==> config.mk <==
export PLATFORM = sky130hd
export DESIGN_NAME = bpfm_cell
export DESIGN_NICKNAME = d
export VERILOG_FILES = /design/src/design/bpfm_pkg.sv /design/src/design/bpfm_cell.sv
export SDC_FILE = /design/constraint.sdc
export NUM_CORES = 1
export LEC_CHECK = 0
export BUFFER_PORTS_ARGS = -buffer_cell sky130_fd_sc_hd__buf_2
export CORE_ASPECT_RATIO = 0.75
export CORE_MARGIN = 5
export CORE_UTILIZATION = 45
export CTS_CLUSTER_DIAMETER = 150
export DETAILED_ROUTE_END_ITERATION = 7
export PLACE_DENSITY = 0.74
export SYNTH_ARGS = -nofsm -noshare
export SYNTH_HDL_FRONTEND = slang
export SYNTH_SLANG_ARGS = --single-unit
==> constraint.sdc <==
create_clock -name clock -period 2.5 [get_ports clock]
set_input_delay 0.25 -clock clock [delete_from_list [all_inputs] [get_ports clock]]
set_output_delay 0.25 -clock clock [all_outputs]
set_load 0.05 [all_outputs]
==> src/design/bpfm_pkg.sv <==
// Package for the buffer pool frame manager.
// Word types, command/kind/status codes, cell ops and controller states.
// Used by every module under design/.
package bpfm_pkg;

   localparam int DEF_NUM_FRAMES = 16;
   localparam int DEF_STAMP_BITS = 32;
   localparam int DEF_PIN_BITS   = 8;

   localparam logic [2:0] CMD_FETCH = 3'd0;
   localparam logic [2:0] CMD_UNPIN = 3'd1;
   localparam logic [2:0] CMD_DIRTY = 3'd2;
   localparam logic [2:0] CMD_FLUSH = 3'd3;
   localparam logic [2:0] CMD_INVAL = 3'd4;
   localparam logic [2:0] CMD_FLALL = 3'd5;

   localparam logic [1:0] KIND_STATUS = 2'd0;
   localparam logic [1:0] KIND_WB     = 2'd1;
   localparam logic [1:0] KIND_READ   = 2'd2;

   localparam logic [1:0] STS_OK       = 2'd0;
   localparam logic [1:0] STS_NOTFOUND = 2'd1;
   localparam logic [1:0] STS_NOFREE   = 2'd2;
   localparam logic [1:0] STS_PINZERO  = 2'd3;

   typedef struct packed {
      logic [2:0]  cmd;
      logic [15:0] table_id;
      logic [31:0] page_id;
      logic        dirty_flag;
   } req_word_type;

   typedef struct packed {
      logic [1:0]  kind;
      logic [1:0]  status;
      logic [3:0]  frame_no;
      logic [15:0] io_table_id;
      logic [31:0] io_page_id;
      logic        last;
   } rsp_word_type;

   typedef struct packed {
      logic found;
      logic free_found;
      logic vic_found;
   } carry_type;

   typedef enum logic [2:0] {
      OP_NONE,
      OP_HIT,
      OP_UNPIN,
      OP_DIRTY,
      OP_CLEAN,
      OP_INSTALL,
      OP_INVAL
   } op_type;

   typedef enum logic [2:0] {
      ST_IDLE,
      ST_SCAN,
      ST_DECIDE,
      ST_WB,
      ST_RD,
      ST_WALK,
      ST_STAT
   } state_type;

endpackage

==> src/design/bpfm_cell.sv <==
// One frame of the buffer pool: frame state plus a registered search carry
// handed to the next cell. Depends on bpfm_pkg.
module bpfm_cell
   import bpfm_pkg::*;
#(
   parameter int NUM_FRAMES = DEF_NUM_FRAMES,
   parameter int STAMP_BITS = DEF_STAMP_BITS,
   parameter int PIN_BITS   = DEF_PIN_BITS,
   parameter int CELL_IDX   = 0,
   localparam int IDX_W     = $clog2(NUM_FRAMES)
) (
   input  logic                  clock,
   input  logic                  reset,
   input  logic [15:0]           look_table,
   input  logic [31:0]           look_page,
   input  carry_type             carry_i,
   input  logic [IDX_W-1:0]      found_idx_i,
   input  logic [IDX_W-1:0]      free_idx_i,
   input  logic [IDX_W-1:0]      vic_idx_i,
   input  logic [STAMP_BITS-1:0] vic_stamp_i,
   output carry_type             carry_o,
   output logic [IDX_W-1:0]      found_idx_o,
   output logic [IDX_W-1:0]      free_idx_o,
   output logic [IDX_W-1:0]      vic_idx_o,
   output logic [STAMP_BITS-1:0] vic_stamp_o,
   input  op_type                op,
   input  logic [IDX_W-1:0]      op_idx,
   input  logic                  op_dflag,
   input  logic [STAMP_BITS-1:0] op_stamp,
   output logic                  valid_o,
   output logic                  dirty_o,
   output logic [PIN_BITS-1:0]   pins_o,
   output logic [15:0]           table_o,
   output logic [31:0]           page_o
);

   localparam logic [IDX_W-1:0]    MY_IDX  = IDX_W'(CELL_IDX);
   localparam logic [PIN_BITS-1:0] PIN_MAX = {PIN_BITS{1'b1}};

   logic                  valid_ff, valid_in;
   logic                  dirty_ff, dirty_in;
   logic [PIN_BITS-1:0]   pins_ff, pins_in;
   logic [15:0]           table_ff, table_in;
   logic [31:0]           page_ff, page_in;
   logic [STAMP_BITS-1:0] stamp_ff, stamp_in;

   carry_type             carry_ff, carry_in;
   logic [IDX_W-1:0]      found_idx_ff, found_idx_in;
   logic [IDX_W-1:0]      free_idx_ff, free_idx_in;
   logic [IDX_W-1:0]      vic_idx_ff, vic_idx_in;
   logic [STAMP_BITS-1:0] vic_stamp_ff, vic_stamp_in;

   logic match, take_vic, sel;

   always_comb begin
      match    = valid_ff && (table_ff == look_table) && (page_ff == look_page);
      take_vic = (pins_ff == '0) && (!carry_i.vic_found || (stamp_ff < vic_stamp_i));

      carry_in.found      = carry_i.found || match;
      found_idx_in        = carry_i.found ? found_idx_i : MY_IDX;
      carry_in.free_found = carry_i.free_found || !valid_ff;
      free_idx_in         = carry_i.free_found ? free_idx_i : MY_IDX;
      carry_in.vic_found  = carry_i.vic_found || take_vic;
      vic_idx_in          = take_vic ? MY_IDX : vic_idx_i;
      vic_stamp_in        = take_vic ? stamp_ff : vic_stamp_i;
   end

   always_comb begin
      sel      = (op_idx == MY_IDX);
      valid_in = valid_ff;
      dirty_in = dirty_ff;
      pins_in  = pins_ff;
      table_in = table_ff;
      page_in  = page_ff;
      stamp_in = stamp_ff;
      if (sel) begin
         case (op)
            OP_HIT: begin
               if (pins_ff != PIN_MAX) pins_in = pins_ff + 1'b1;
               stamp_in = op_stamp;
            end
            OP_UNPIN: begin
               pins_in  = pins_ff - 1'b1;
               dirty_in = dirty_ff || op_dflag;
               stamp_in = op_stamp;
            end
            OP_DIRTY: begin
               dirty_in = 1'b1;
               stamp_in = op_stamp;
            end
            OP_CLEAN: dirty_in = 1'b0;
            OP_INSTALL: begin
               valid_in = 1'b1;
               dirty_in = 1'b0;
               pins_in  = PIN_BITS'(1);
               table_in = look_table;
               page_in  = look_page;
               stamp_in = op_stamp;
            end
            OP_INVAL: begin
               valid_in = 1'b0;
               dirty_in = 1'b0;
               pins_in  = '0;
               table_in = '0;
               page_in  = '0;
            end
            default: ;
         endcase
      end
   end

   always_ff @(posedge clock) begin
      if (reset) begin
         valid_ff     <= 1'b0;
         dirty_ff     <= 1'b0;
         pins_ff      <= '0;
         table_ff     <= '0;
         page_ff      <= '0;
         stamp_ff     <= '0;
         carry_ff     <= '0;
         found_idx_ff <= '0;
         free_idx_ff  <= '0;
         vic_idx_ff   <= '0;
         vic_stamp_ff <= '0;
      end else begin
         valid_ff     <= valid_in;
         dirty_ff     <= dirty_in;
         pins_ff      <= pins_in;
         table_ff     <= table_in;
         page_ff      <= page_in;
         stamp_ff     <= stamp_in;
         carry_ff     <= carry_in;
         found_idx_ff <= found_idx_in;
         free_idx_ff  <= free_idx_in;
         vic_idx_ff   <= vic_idx_in;
         vic_stamp_ff <= vic_stamp_in;
      end
   end

   assign carry_o     = carry_ff;
   assign found_idx_o = found_idx_ff;
   assign free_idx_o  = free_idx_ff;
   assign vic_idx_o   = vic_idx_ff;
   assign vic_stamp_o = vic_stamp_ff;
   assign valid_o     = valid_ff;
   assign dirty_o     = dirty_ff;
   assign pins_o      = pins_ff;
   assign table_o     = table_ff;
   assign page_o      = page_ff;

endmodule

==> results.json <==
{
  "stdcell_count": 1178,
  "critPathKind": "register to register",
  "worst_slew_pin_slew_ps": 1090,
  "drtPass1Iterations": 4,
  "clkTransAtPathRegs_ps": 60,
  "die_x_um": 150,
  "synth_edf_count": 0,
  "power_frac_comb": 0.107,
  "maxSlewViolCount": 0,
  "viasPerCell": 4.92,
  "grt_pass1_vias": 5622,
  "dieHeight_um": 115,
  "synth_ff_type": "dfxtp_1",
  "p_sw_mw": 1.31,
  "avgSynthCellArea_um2": 9.10,
  "drc": 0,
  "initial_core_util": 0.459,
  "grt_first_pass_wirelength_um": 28200,
  "antenna_found_initial": 0,
  "diodes": 0,
  "cp-end-kind": "register",
  "io_buffers": 241,
  "r2r_cells": 8,
  "clock_skew_ps": 10.7,
  "ys_async_sr_fraction": 0,
  "fmax_mhz": 458,
  "switching_share": 0.245,
  "setup_viol": 0,
  "cts_sinks": 137,
  "dp_slack_ps": 179,
  "max_cap_violations": 0,
  "cts_buffer_depth": 2,
  "ys_top_cells_by_count": "137 x dfxtp_1, 90 x nand2_1, 65 x nand2b_1",
  "postCtsHoldBufs": 0,
  "pwr_density_cell_nw_per_um2": 620,
  "track_usage": 0.202,
  "nets": 1146,
  "cts.root.buffer_cell": "clkbuf_16",
  "fin_ws_ps": 315,
  "core-area_um2": 14500,
  "cts_max_level": 4,
  "clock_latency_ps": 410,
  "max-slew-margin-rel": 0.272,
  "intPower_mw": 4.04,
  "fin_util": 0.595,
  "cts_setup_buffers": 0,
  "syn-num-nets": 910,
  "syn_inst": 731,
  "fillers": 1307,
  "period_share": 0.874,
  "die_area_um2": 17300,
  "post_drt_wl_per_cell_um": 15.1,
  "hold_depth": 2,
  "p_seq_frac": 0.418,
  "hold_class": "primary input to register",
  "wl_um": 17800,
  "p_leak_nw": 4.25,
  "yosysWarningCount": 0,
  "io_pins": 242,
  "r2r_slack_ps": 310,
  "row_count": 38,
  "status": "completed",
  "drive_above_1_share": 0.298,
  "rsz0062_at_grt": "false",
  "ctsResizeCount": 0,
  "setup_tns_ps": 0,
  "hpwlAfterDp_um": 13200,
  "cp_max_fo": 20,
  "pwr-share-clk": 0.475,
  "synth_area_leaders": "dfxtp_1 41%, ha_1 7.7%, a22o_1 6.2%",
  "synth_cell_types": 50,
  "synth_most_common_cell": "dfxtp_1",
  "synth_top_cell_area_share": 0.412,
  "grt_start_max_net_pins": 117,
  "critPathArrivalTime_ps": 2510,
  "dr.first_iter.drc_count": 371,
  "ys_ff_latch": 137,
  "seq_area_frac_synth": 0.412,
  "synth_area_um2": 6650,
  "cts_inserted_buffers": 17,
  "peakVddDrop_mv": 0.415,
  "postRouteAntennaNets": 0,
  "dpl.cell_count": 1148,
  "finalHoldViolations": 0,
  "fin_crit_ps": 2190,
  "worstPathRequired_ps": 2830,
  "gp_congestion": 0.898,
  "route.vias.total": 5795,
  "start_kind": "register",
  "synth_top_area_cell": "dfxtp_1",
  "cts_tree": "yes",
  "grt_remaining_overflow": 0,
  "area_growth_pct": 29.7,
  "p_total_mw": 5.35
}
-- worst paths after layout --
path,endpoint,startpoint
worst min register to register,page_o[27],page_o[27]
worst max register to register,vic_stamp_o[21],stamp_ff[2]
worst max-delay path,vic_stamp_o[21],stamp_ff[2]
worst min-delay path,free_idx_o[2],free_idx_i[2]
-- power groups by stage --
stage	clock, mW	combinational, mW	sequential [mW]
floorplan	0	0.256	2.39
CTS	2.59	0.572	2.24
global placement	0	0.564	2.28
finish	2.54	0.570	2.24
global route	2.70	0.625	2.24
detailed placement	0	0.569	2.29
-- layout by cell type (no fill, tap or decap), types with 8 or more instances in the layout --
| master | instances |
|---|---|
| mux2i_1 | 34 |
| nand2b_1 | 65 |
| nand2_1 | 90 |
| a21oi_1 | 60 |
| a22o_1 | 47 |
| nor2_1 | 24 |
| buf_2 | 240 |
| xnor2_1 | 34 |
| and2_1 | 10 |
| nand3_1 | 8 |
| dfxtp_1 | 137 |
| inv_1 | 55 |
| o21ai_0 | 8 |
| nand4_1 | 9 |
| ha_1 | 41 |
| nor3_1 | 9 |
| buf_4 | 8 |
| clkbuf_16 | 17 |
-- routing by layer --
layer  vias to the layer above  share of wire  GRT usage  routed length [um]
met3                        25          0.054     0.0500                 962
li1                       2974              -          -                   -
met1                      2644           0.46      0.272                8250
met2                       152           0.46      0.321                8230
met5                         -              0          0                   0
met4                         0          0.017     0.0646                 306
-- logic make-up (layout without fill, tap and decap cells) --
| kind of cell | count (synthesis) | count (layout) | synth area share |
|---|---|---|---|
| xor+xnor | 36 | 36 | 0.0474 |
| mux | 34 | 34 | 0.0512 |
| fa+ha+maj | 42 | 42 | 0.0801 |
| compound gates | 152 | 152 | 0.158 |
| flops | 137 | 137 | 0.412 |
| buf+inv | 92 | 339 | 0.0671 |
| simple gates | 238 | 238 | 0.184 |
-- area by class of cell --
type	count	area, um2	area share
flip-flops and latches	137	2740	0.318
clock buffers	20	447	0.0518
well taps	200	250	0.0290
repair buffers	252	1340	0.155
multi-input cells	502	3490	0.404
inverters	57	214	0.0248
clock inverters	10	146	0.0170
-- critical path: stages (launching register included) --
cell and delay, ps:
dfxtp_1 320, ha_1 290, a211oi_1 230, o21ai_1 110
a21oi_1 150, o21ai_1 170, a41oi_4 400, buf_12 240
mux2i_1 210
-- stage by stage --
stage                     hold WS [ps]  area [um2]
after floorplan                    367        6650
after detailed placement           453        8040
final                             38.6        8630
after global placement             448        8040
after global routing              38.2        8630
after CTS                         26.7        8630
-- sequential cells by signal (all words and copies together) (netlist names) --
register and count:
vic_idx_o 4, pins_o 8, valid_o 1, stamp_ff 32, carry_o 3, dirty_o 1
page_o 32, found_idx_o 4, free_idx_o 4, table_o 16, vic_stamp_o 32
(Power assumes the default switching activity.)
