$ cat config.mk
export PLATFORM = sky130hd
export DESIGN_NAME = bpfm_ctrl
export DESIGN_NICKNAME = d
export VERILOG_FILES = /design/src/design/bpfm_pkg.sv /design/src/design/bpfm_ctrl.sv
export SDC_FILE = /design/constraint.sdc
export NUM_CORES = 1
export LEC_CHECK = 0
export BUFFER_PORTS_ARGS = -buffer_cell sky130_fd_sc_hd__buf_2
export CAP_MARGIN = 20
export CELL_PAD_IN_SITES_DETAIL_PLACEMENT = 1
export CELL_PAD_IN_SITES_GLOBAL_PLACEMENT = 2
export CORE_AREA = 2 2 447 449
export DETAILED_ROUTE_END_ITERATION = 7
export DIE_AREA = 0 0 449 451
export GPL_TIMING_DRIVEN = 1
export PLACE_DENSITY_LB_ADDON = 0.1
export SLEW_MARGIN = 20
export SYNTH_ARGS = -nofsm -noshare
export SYNTH_HDL_FRONTEND = slang
export SYNTH_SLANG_ARGS = --single-unit
$ cat constraint.sdc
create_clock -name clock -period 9.1 [get_ports clock]
set_input_delay 2.275 -clock clock [delete_from_list [all_inputs] [get_ports clock]]
set_output_delay 2.275 -clock clock [all_outputs]
set_load 0.01 [all_outputs]
$ cat src/design/bpfm_pkg.sv
// Package for the buffer pool frame manager.
// Word types, command/kind/status codes, cell ops and controller states.
// Used by every module under design/.
package bpfm_pkg;

   localparam int DEF_NUM_FRAMES = 16;
   localparam int DEF_STAMP_BITS = 32;
   localparam int DEF_PIN_BITS   = 8;

   localparam logic [2:0] CMD_FETCH = 3'd0;
   localparam logic [2:0] CMD_UNPIN = 3'd1;
   localparam logic [2:0] CMD_DIRTY = 3'd2;
   localparam logic [2:0] CMD_FLUSH = 3'd3;
   localparam logic [2:0] CMD_INVAL = 3'd4;
   localparam logic [2:0] CMD_FLALL = 3'd5;

   localparam logic [1:0] KIND_STATUS = 2'd0;
   localparam logic [1:0] KIND_WB     = 2'd1;
   localparam logic [1:0] KIND_READ   = 2'd2;

   localparam logic [1:0] STS_OK       = 2'd0;
   localparam logic [1:0] STS_NOTFOUND = 2'd1;
   localparam logic [1:0] STS_NOFREE   = 2'd2;
   localparam logic [1:0] STS_PINZERO  = 2'd3;

   typedef struct packed {
      logic [2:0]  cmd;
      logic [15:0] table_id;
      logic [31:0] page_id;
      logic        dirty_flag;
   } req_word_type;

   typedef struct packed {
      logic [1:0]  kind;
      logic [1:0]  status;
      logic [3:0]  frame_no;
      logic [15:0] io_table_id;
      logic [31:0] io_page_id;
      logic        last;
   } rsp_word_type;

   typedef struct packed {
      logic found;
      logic free_found;
      logic vic_found;
   } carry_type;

   typedef enum logic [2:0] {
      OP_NONE,
      OP_HIT,
      OP_UNPIN,
      OP_DIRTY,
      OP_CLEAN,
      OP_INSTALL,
      OP_INVAL
   } op_type;

   typedef enum logic [2:0] {
      ST_IDLE,
      ST_SCAN,
      ST_DECIDE,
      ST_WB,
      ST_RD,
      ST_WALK,
      ST_STAT
   } state_type;

endpackage

$ cat src/design/bpfm_ctrl.sv
// Command sequencer of the buffer pool frame manager: scan wait, decision,
// frame walk, result word register and use counter. Depends on bpfm_pkg.
module bpfm_ctrl
   import bpfm_pkg::*;
#(
   parameter int NUM_FRAMES = DEF_NUM_FRAMES,
   parameter int STAMP_BITS = DEF_STAMP_BITS,
   parameter int PIN_BITS   = DEF_PIN_BITS,
   localparam int IDX_W     = $clog2(NUM_FRAMES)
) (
   input  logic                                clock,
   input  logic                                reset,
   input  logic                                req_valid,
   output logic                                req_stall,
   input  req_word_type                        req_word,
   output logic                                rsp_valid,
   input  logic                                rsp_stall,
   output rsp_word_type                        rsp_word,
   output logic [15:0]                         look_table,
   output logic [31:0]                         look_page,
   input  carry_type                           carry,
   input  logic [IDX_W-1:0]                    found_idx,
   input  logic [IDX_W-1:0]                    free_idx,
   input  logic [IDX_W-1:0]                    vic_idx,
   output op_type                              op,
   output logic [IDX_W-1:0]                    op_idx,
   output logic                                op_dflag,
   output logic [STAMP_BITS-1:0]               op_stamp,
   input  logic [NUM_FRAMES-1:0]               valid_v,
   input  logic [NUM_FRAMES-1:0]               dirty_v,
   input  logic [NUM_FRAMES-1:0][PIN_BITS-1:0] pins_v,
   input  logic [NUM_FRAMES-1:0][15:0]         table_v,
   input  logic [NUM_FRAMES-1:0][31:0]         page_v
);

   localparam logic [IDX_W-1:0] LAST_IDX = IDX_W'(NUM_FRAMES - 1);

   state_type             state_ff, state_in;
   req_word_type          cmd_ff, cmd_in;
   logic [IDX_W-1:0]      cnt_ff, cnt_in;
   logic [IDX_W-1:0]      tgt_ff, tgt_in;
   logic [1:0]            sts_ff, sts_in;
   logic [IDX_W-1:0]      sidx_ff, sidx_in;
   logic [STAMP_BITS-1:0] counter_ff, counter_in;
   rsp_word_type          rsp_ff, rsp_in;
   logic                  rsp_valid_ff, rsp_valid_in;
   logic                  can_emit, accept, touch;
   logic                  walk_wb, walk_hit;

   function automatic logic [3:0] fidx(input logic [IDX_W-1:0] i);
      logic [IDX_W+3:0] e;
      e = {4'b0, i};
      return e[3:0];
   endfunction

   assign can_emit = !rsp_valid_ff || !rsp_stall;
   assign accept   = req_valid && !req_stall;

   always_comb begin
      state_in     = state_ff;
      cmd_in       = cmd_ff;
      cnt_in       = cnt_ff;
      tgt_in       = tgt_ff;
      sts_in       = sts_ff;
      sidx_in      = sidx_ff;
      rsp_in       = rsp_ff;
      rsp_valid_in = rsp_valid_ff && rsp_stall;
      op           = OP_NONE;
      op_idx       = tgt_ff;
      touch        = 1'b0;
      req_stall    = (state_ff != ST_IDLE);
      walk_hit     = valid_v[cnt_ff] &&
                     ((cmd_ff.cmd == CMD_FLALL) || (table_v[cnt_ff] == cmd_ff.table_id));
      walk_wb      = walk_hit && dirty_v[cnt_ff];

      case (state_ff)
         ST_IDLE: begin
            if (req_valid) begin
               cmd_in   = req_word;
               cnt_in   = '0;
               state_in = ST_SCAN;
            end
         end
         ST_SCAN: begin
            cnt_in = cnt_ff + 1'b1;
            if (cnt_ff == LAST_IDX) begin
               cnt_in   = '0;
               state_in = ST_DECIDE;
            end
         end
         ST_DECIDE: begin
            sts_in   = STS_OK;
            sidx_in  = '0;
            state_in = ST_STAT;
            tgt_in   = found_idx;
            case (cmd_ff.cmd)
               CMD_FETCH: begin
                  if (carry.found) begin
                     op      = OP_HIT;
                     op_idx  = found_idx;
                     touch   = 1'b1;
                     sidx_in = found_idx;
                  end else if (carry.free_found || carry.vic_found) begin
                     tgt_in   = carry.free_found ? free_idx : vic_idx;
                     state_in = (carry.free_found || !dirty_v[vic_idx]) ? ST_RD : ST_WB;
                  end else begin
                     sts_in = STS_NOFREE;
                  end
               end
               CMD_UNPIN: begin
                  if (!carry.found) begin
                     sts_in = STS_NOTFOUND;
                  end else if (pins_v[found_idx] == '0) begin
                     sts_in  = STS_PINZERO;
                     sidx_in = found_idx;
                  end else begin
                     op      = OP_UNPIN;
                     op_idx  = found_idx;
                     touch   = 1'b1;
                     sidx_in = found_idx;
                  end
               end
               CMD_DIRTY: begin
                  if (!carry.found) begin
                     sts_in = STS_NOTFOUND;
                  end else begin
                     op      = OP_DIRTY;
                     op_idx  = found_idx;
                     touch   = 1'b1;
                     sidx_in = found_idx;
                  end
               end
               CMD_FLUSH: begin
                  if (carry.found) begin
                     sidx_in = found_idx;
                     if (dirty_v[found_idx]) state_in = ST_WB;
                  end
               end
               CMD_INVAL, CMD_FLALL: state_in = ST_WALK;
               default: ;
            endcase
         end
         ST_WB: begin
            if (can_emit) begin
               rsp_valid_in       = 1'b1;
               rsp_in.kind        = KIND_WB;
               rsp_in.status      = STS_OK;
               rsp_in.frame_no    = fidx(tgt_ff);
               rsp_in.io_table_id = table_v[tgt_ff];
               rsp_in.io_page_id  = page_v[tgt_ff];
               rsp_in.last        = 1'b0;
               op                 = OP_CLEAN;
               state_in           = (cmd_ff.cmd == CMD_FETCH) ? ST_RD : ST_STAT;
            end
         end
         ST_RD: begin
            if (can_emit) begin
               rsp_valid_in       = 1'b1;
               rsp_in.kind        = KIND_READ;
               rsp_in.status      = STS_OK;
               rsp_in.frame_no    = fidx(tgt_ff);
               rsp_in.io_table_id = cmd_ff.table_id;
               rsp_in.io_page_id  = cmd_ff.page_id;
               rsp_in.last        = 1'b0;
               op                 = OP_INSTALL;
               touch              = 1'b1;
               sts_in             = STS_OK;
               sidx_in            = tgt_ff;
               state_in           = ST_STAT;
            end
         end
         ST_WALK: begin
            op_idx = cnt_ff;
            if (!walk_wb || can_emit) begin
               if (walk_wb) begin
                  rsp_valid_in       = 1'b1;
                  rsp_in.kind        = KIND_WB;
                  rsp_in.status      = STS_OK;
                  rsp_in.frame_no    = fidx(cnt_ff);
                  rsp_in.io_table_id = table_v[cnt_ff];
                  rsp_in.io_page_id  = page_v[cnt_ff];
                  rsp_in.last        = 1'b0;
               end
               if (walk_hit) op = (cmd_ff.cmd == CMD_INVAL) ? OP_INVAL : OP_CLEAN;
               cnt_in = cnt_ff + 1'b1;
               if (cnt_ff == LAST_IDX) begin
                  cnt_in   = '0;
                  state_in = ST_STAT;
               end
            end
         end
         ST_STAT: begin
            if (can_emit) begin
               rsp_valid_in       = 1'b1;
               rsp_in.kind        = KIND_STATUS;
               rsp_in.status      = sts_ff;
               rsp_in.frame_no    = fidx(sidx_ff);
               rsp_in.io_table_id = '0;
               rsp_in.io_page_id  = '0;
               rsp_in.last        = 1'b1;
               state_in           = ST_IDLE;
            end
         end
         default: state_in = ST_IDLE;
      endcase

      counter_in = touch ? counter_ff + 1'b1 : counter_ff;
   end

   always_ff @(posedge clock) begin
      if (reset) begin
         state_ff     <= ST_IDLE;
         cnt_ff       <= '0;
         counter_ff   <= STAMP_BITS'(1);
         rsp_valid_ff <= 1'b0;
      end else begin
         state_ff     <= state_in;
         cnt_ff       <= cnt_in;
         counter_ff   <= counter_in;
         rsp_valid_ff <= rsp_valid_in;
      end
   end

   always_ff @(posedge clock) begin
      cmd_ff  <= cmd_in;
      tgt_ff  <= tgt_in;
      sts_ff  <= sts_in;
      sidx_ff <= sidx_in;
      rsp_ff  <= rsp_in;
   end

   assign rsp_valid  = rsp_valid_ff;
   assign rsp_word   = rsp_ff;
   assign look_table = cmd_ff.table_id;
   assign look_page  = cmd_ff.page_id;
   assign op_dflag   = cmd_ff.dirty_flag;
   assign op_stamp   = counter_ff;

`ifndef SYNTHESIS
   a_accept_scan: assert property (@(posedge clock) disable iff (reset)
      accept |=> (state_ff == ST_SCAN))
      else $error("accepted word did not start a scan");
   a_stat_last: assert property (@(posedge clock) disable iff (reset)
      (state_ff == ST_STAT) && can_emit |=> rsp_valid_ff && rsp_ff.last)
      else $error("final status word not issued");
   a_op_phase: assert property (@(posedge clock) disable iff (reset)
      (op != OP_NONE) |-> (state_ff != ST_IDLE) && (state_ff != ST_SCAN))
      else $error("frame update outside a command");
   a_found_valid: assert property (@(posedge clock) disable iff (reset)
      (state_ff == ST_DECIDE) && carry.found |-> valid_v[found_idx])
      else $error("lookup hit on an invalid frame");
`endif

endmodule

==> reports/metrics.cfg <==
[sta]
holdWs_ps = 507.3
fin_ws_ps = 1455
slew_violations = 0
timing.fmax_mhz = 130.8
maxSlewHeadroom_pct = 24.49
tightest_slew_ps = 1133
fin_setup_tns_ps = 0
period_share_pct = 84.01
fin_crit_ps = 7645
rsz0062_at_grt = false
finalClockSkew_ps = 30.20
setup_viol = 0
finalHoldViolCount = 0

[min_path]
hold_class = reg -> reg
hold_path_depth = 2

[floorplan]
die_h_um = 451
rows = 164
core-area_um2 = 198200
dieArea_um2 = 202500
io_pins = 1146
initial_core_util_pct = 10.18
die_x_um = 449

[synthesis]
ys_async_sr_fraction_pct = 0
syn_inst = 1501
synth_seq_area_share_pct = 21.67
yosys_warnings = 0
synth_flop_cell = edfxtp_1
synth.avg_cell_area_um2 = 13.45
synth.distinct_cells = 75
synth-edff-count = 119
synthesis.nets = 2502
synth_area_um2 = 20190
ys_seq_elements = 159

[clock_tree]
clock_path_buffers = 2
cts_tree = yes
cts_buffers = 17
hold_buffers = 0
cts_sinks = 159
clk_latency_ps = 560
cts_root_buf = clkbuf_16
postCtsSetupBuffers = 0
clk_pin_slew_ps = 90
cts-resized-gates = 0
ctsHtreeMaxLevel = 4

[grt]
globalRouteOverflowTotal = 0
grt_pass1_wl_um = 226100
grt_util_all_layers_pct = 16.63
grt_max_degree = 84
grt_pass1_vias = 22900
antenna_found_initial = 185

[run_status]
outcome = complete, no violations

[pwr]
switchingPower_mw = 2.337
leakagePower_nw = 10.79
vdd_ir_drop_max_uv = 164.5
swShare_pct = 46.13
p_clk_share_pct = 16.5
power_frac_comb_pct = 59.6
p_int_mw = 2.730
power_density_nw_per_um2 = 172.2
p_seq_share_pct = 23.9

[setup_path]
path_max_fanout = 7
required_ps = 6830
path_cells = buf_2 > mux4_2 > nand3_1 > a21oi_1 > a211oi_1 > o2111ai_1 > or4_1 > o21bai_4 > a21oi_1 > o21ai_0 > buf_2
worstRegToRegCells = 11
arrival_ps = 5370
cpPeakStageDelay_ps = 590
start_kind = input port
end_kind = primary output
critical_path_class = in -> out
critical-path-slowest-cell = or4_1

[place]
finalWeightedCongestion = 0.8953
place_inst = 5149
placed_cell_area_um2 = 28640
place_hpwl_um = 144100
io_buffers = 1145
pre_cts_slack_ps = 1238

[job]
drv_cap = 0

[finish]
finalNonFillerCells = 5245
nFillCells = 23200
fin_nets = 3514
area_delta_synth_final_pct = 45.72
stdcell_area_um2 = 29420
drive_above_1_share_pct = 67.74

[routing]
routed_wirelength_um = 173600
drtPass1Iterations = 5
routed_via_density = 3.993
post_drt_wl_per_cell_um = 33.09
drtIter0Drc = 1124
antenna_left = 0
drc = 0
vias = 20940

==> cells in the mapped netlist (11+ instances only) <==
cell | instances | area share (%)
nor2b_1 | 15 | 0.46
xor2_1 | 11 | 0.48
mux4_2 | 456 | 51
a21oi_1 | 28 | 0.69
nand2_1 | 120 | 2.2
buf_1 | 41 | 0.76
dfxtp_1 | 40 | 4.0
clkbuf_1 | 73 | 1.4
edfxtp_1 | 119 | 18
nor2_1 | 63 | 1.2
nand3_1 | 22 | 0.55
nor3_1 | 19 | 0.47
buf_2 | 20 | 0.50
inv_1 | 15 | 0.28
a22oi_1 | 25 | 0.93
mux2i_1 | 83 | 4.1
buf_4 | 56 | 2.1
nor4_1 | 32 | 0.99
o22ai_1 | 12 | 0.37
o21ai_0 | 71 | 1.8
xnor2_1 | 23 | 1.0
==> path summary, 6_finish.rpt <==
path / slack, ps / endpoint / from
worst max register to register: 3700 / rsp_word[22] / cnt_ff[0]
worst min-delay path: 510 / op_stamp[30] / op_stamp[30]
worst max-delay path: 1450 / op[1] / table_v[197]
worst min register to register: 510 / op_stamp[30] / op_stamp[30]
==> critical path: cells and delay by family <==
| family | cells | cell delay [ps] |
|---|---|---|
| multiplexers | 1 | 540 |
| buffers and inverters | 2 | 340 |
| AO/OA/AOI/OAI | 6 | 1460 |
| AND/OR/NAND/NOR | 2 | 720 |
==> through the flow <==
stage / util [%] / power [mW]
after floorplan: - / 2.947
after global placement: 14.45 / 4.374
after detailed placement: 14.45 / 4.389
after CTS: 14.75 / 5.277
after global routing: 14.80 / 5.412
final: 14.84 / 5.067
==> layer usage <==
| metal | routed length [µm] | track usage [%] | vias to the layer above |
|---|---|---|---|
| li1 | - | - | 8574 |
| met1 | 66480 | 18.87 | 10980 |
| met2 | 90920 | 30.58 | 985 |
| met3 | 11710 | 4.921 | 308 |
| met4 | 3868 | 3.414 | 96 |
| met5 | 593 | 0 | - |
==> flip-flops by register name, indices dropped and copies added (netlist names) <==
register    cells
op_dflag        1
look_table     16
sts_ff          2
state_ff        3
cnt_ff          4
cmd_ff          3
op_stamp       32
sidx_ff         4
tgt_ff          4
rsp_word       57
rsp_valid       1
look_page      32
==> layout by cell type, fill, tap and decap left out, types with 11 or more instances in the layout <==
cell type	instances
buf_4	44
nand3_1	22
nor2_1	61
nor4_1	32
o22ai_1	12
mux4_2	456
xor2_1	11
diode_2	63
edfxtp_1	119
nor2b_1	15
a21oi_1	28
a22oi_1	25
nor3_1	19
o21ai_0	71
clkbuf_16	18
buf_2	1145
inv_1	14
nand2_1	119
dfxtp_1	35
xnor2_1	23
mux2i_1	83
==> layout make-up <==
| cell class | count | area, µm² | area share, % |
|---|---|---|---|
| sequential | 159 | 4393 | 14.93 |
| clock inverter | 13 | 136.4 | 0.4636 |
| antenna | 63 | 157.7 | 0.5359 |
| timing repair buffer | 1193 | 6148 | 20.90 |
| clock buffer | 19 | 454.2 | 1.544 |
| multi-input combinational | 1126 | 14740 | 50.11 |
| inverter | 16 | 62.56 | 0.2127 |
| tap | 2656 | 3323 | 11.30 |
==> power groups by stage <==
stage	Combinational, mW	Clock [mW]	Sequential, mW
2_1_floorplan	1.79	0	1.15
3_3_place_gp	3.14	0	1.24
3_5_place_dp	3.15	0	1.24
4_1_cts	3.16	0.896	1.22
5_1_grt	3.26	0.912	1.24
6_report	3.02	0.834	1.21
==> cell families (layout without fill, tap and decap cells) <==
group           after synthesis  in the layout  synth area share [%]
other cells                   0             63                     0
flops                       159            159                 21.67
mux                         554            554                 56.34
buf+inv                     216           1241                 5.578
xor+xnor                     34             34                 1.475
fa+ha+maj                     2              2                0.1239
simple gates                328            328                 7.933
compound gates              208            208                 6.880
No activity file was read; power rests on OpenSTA's default activity.
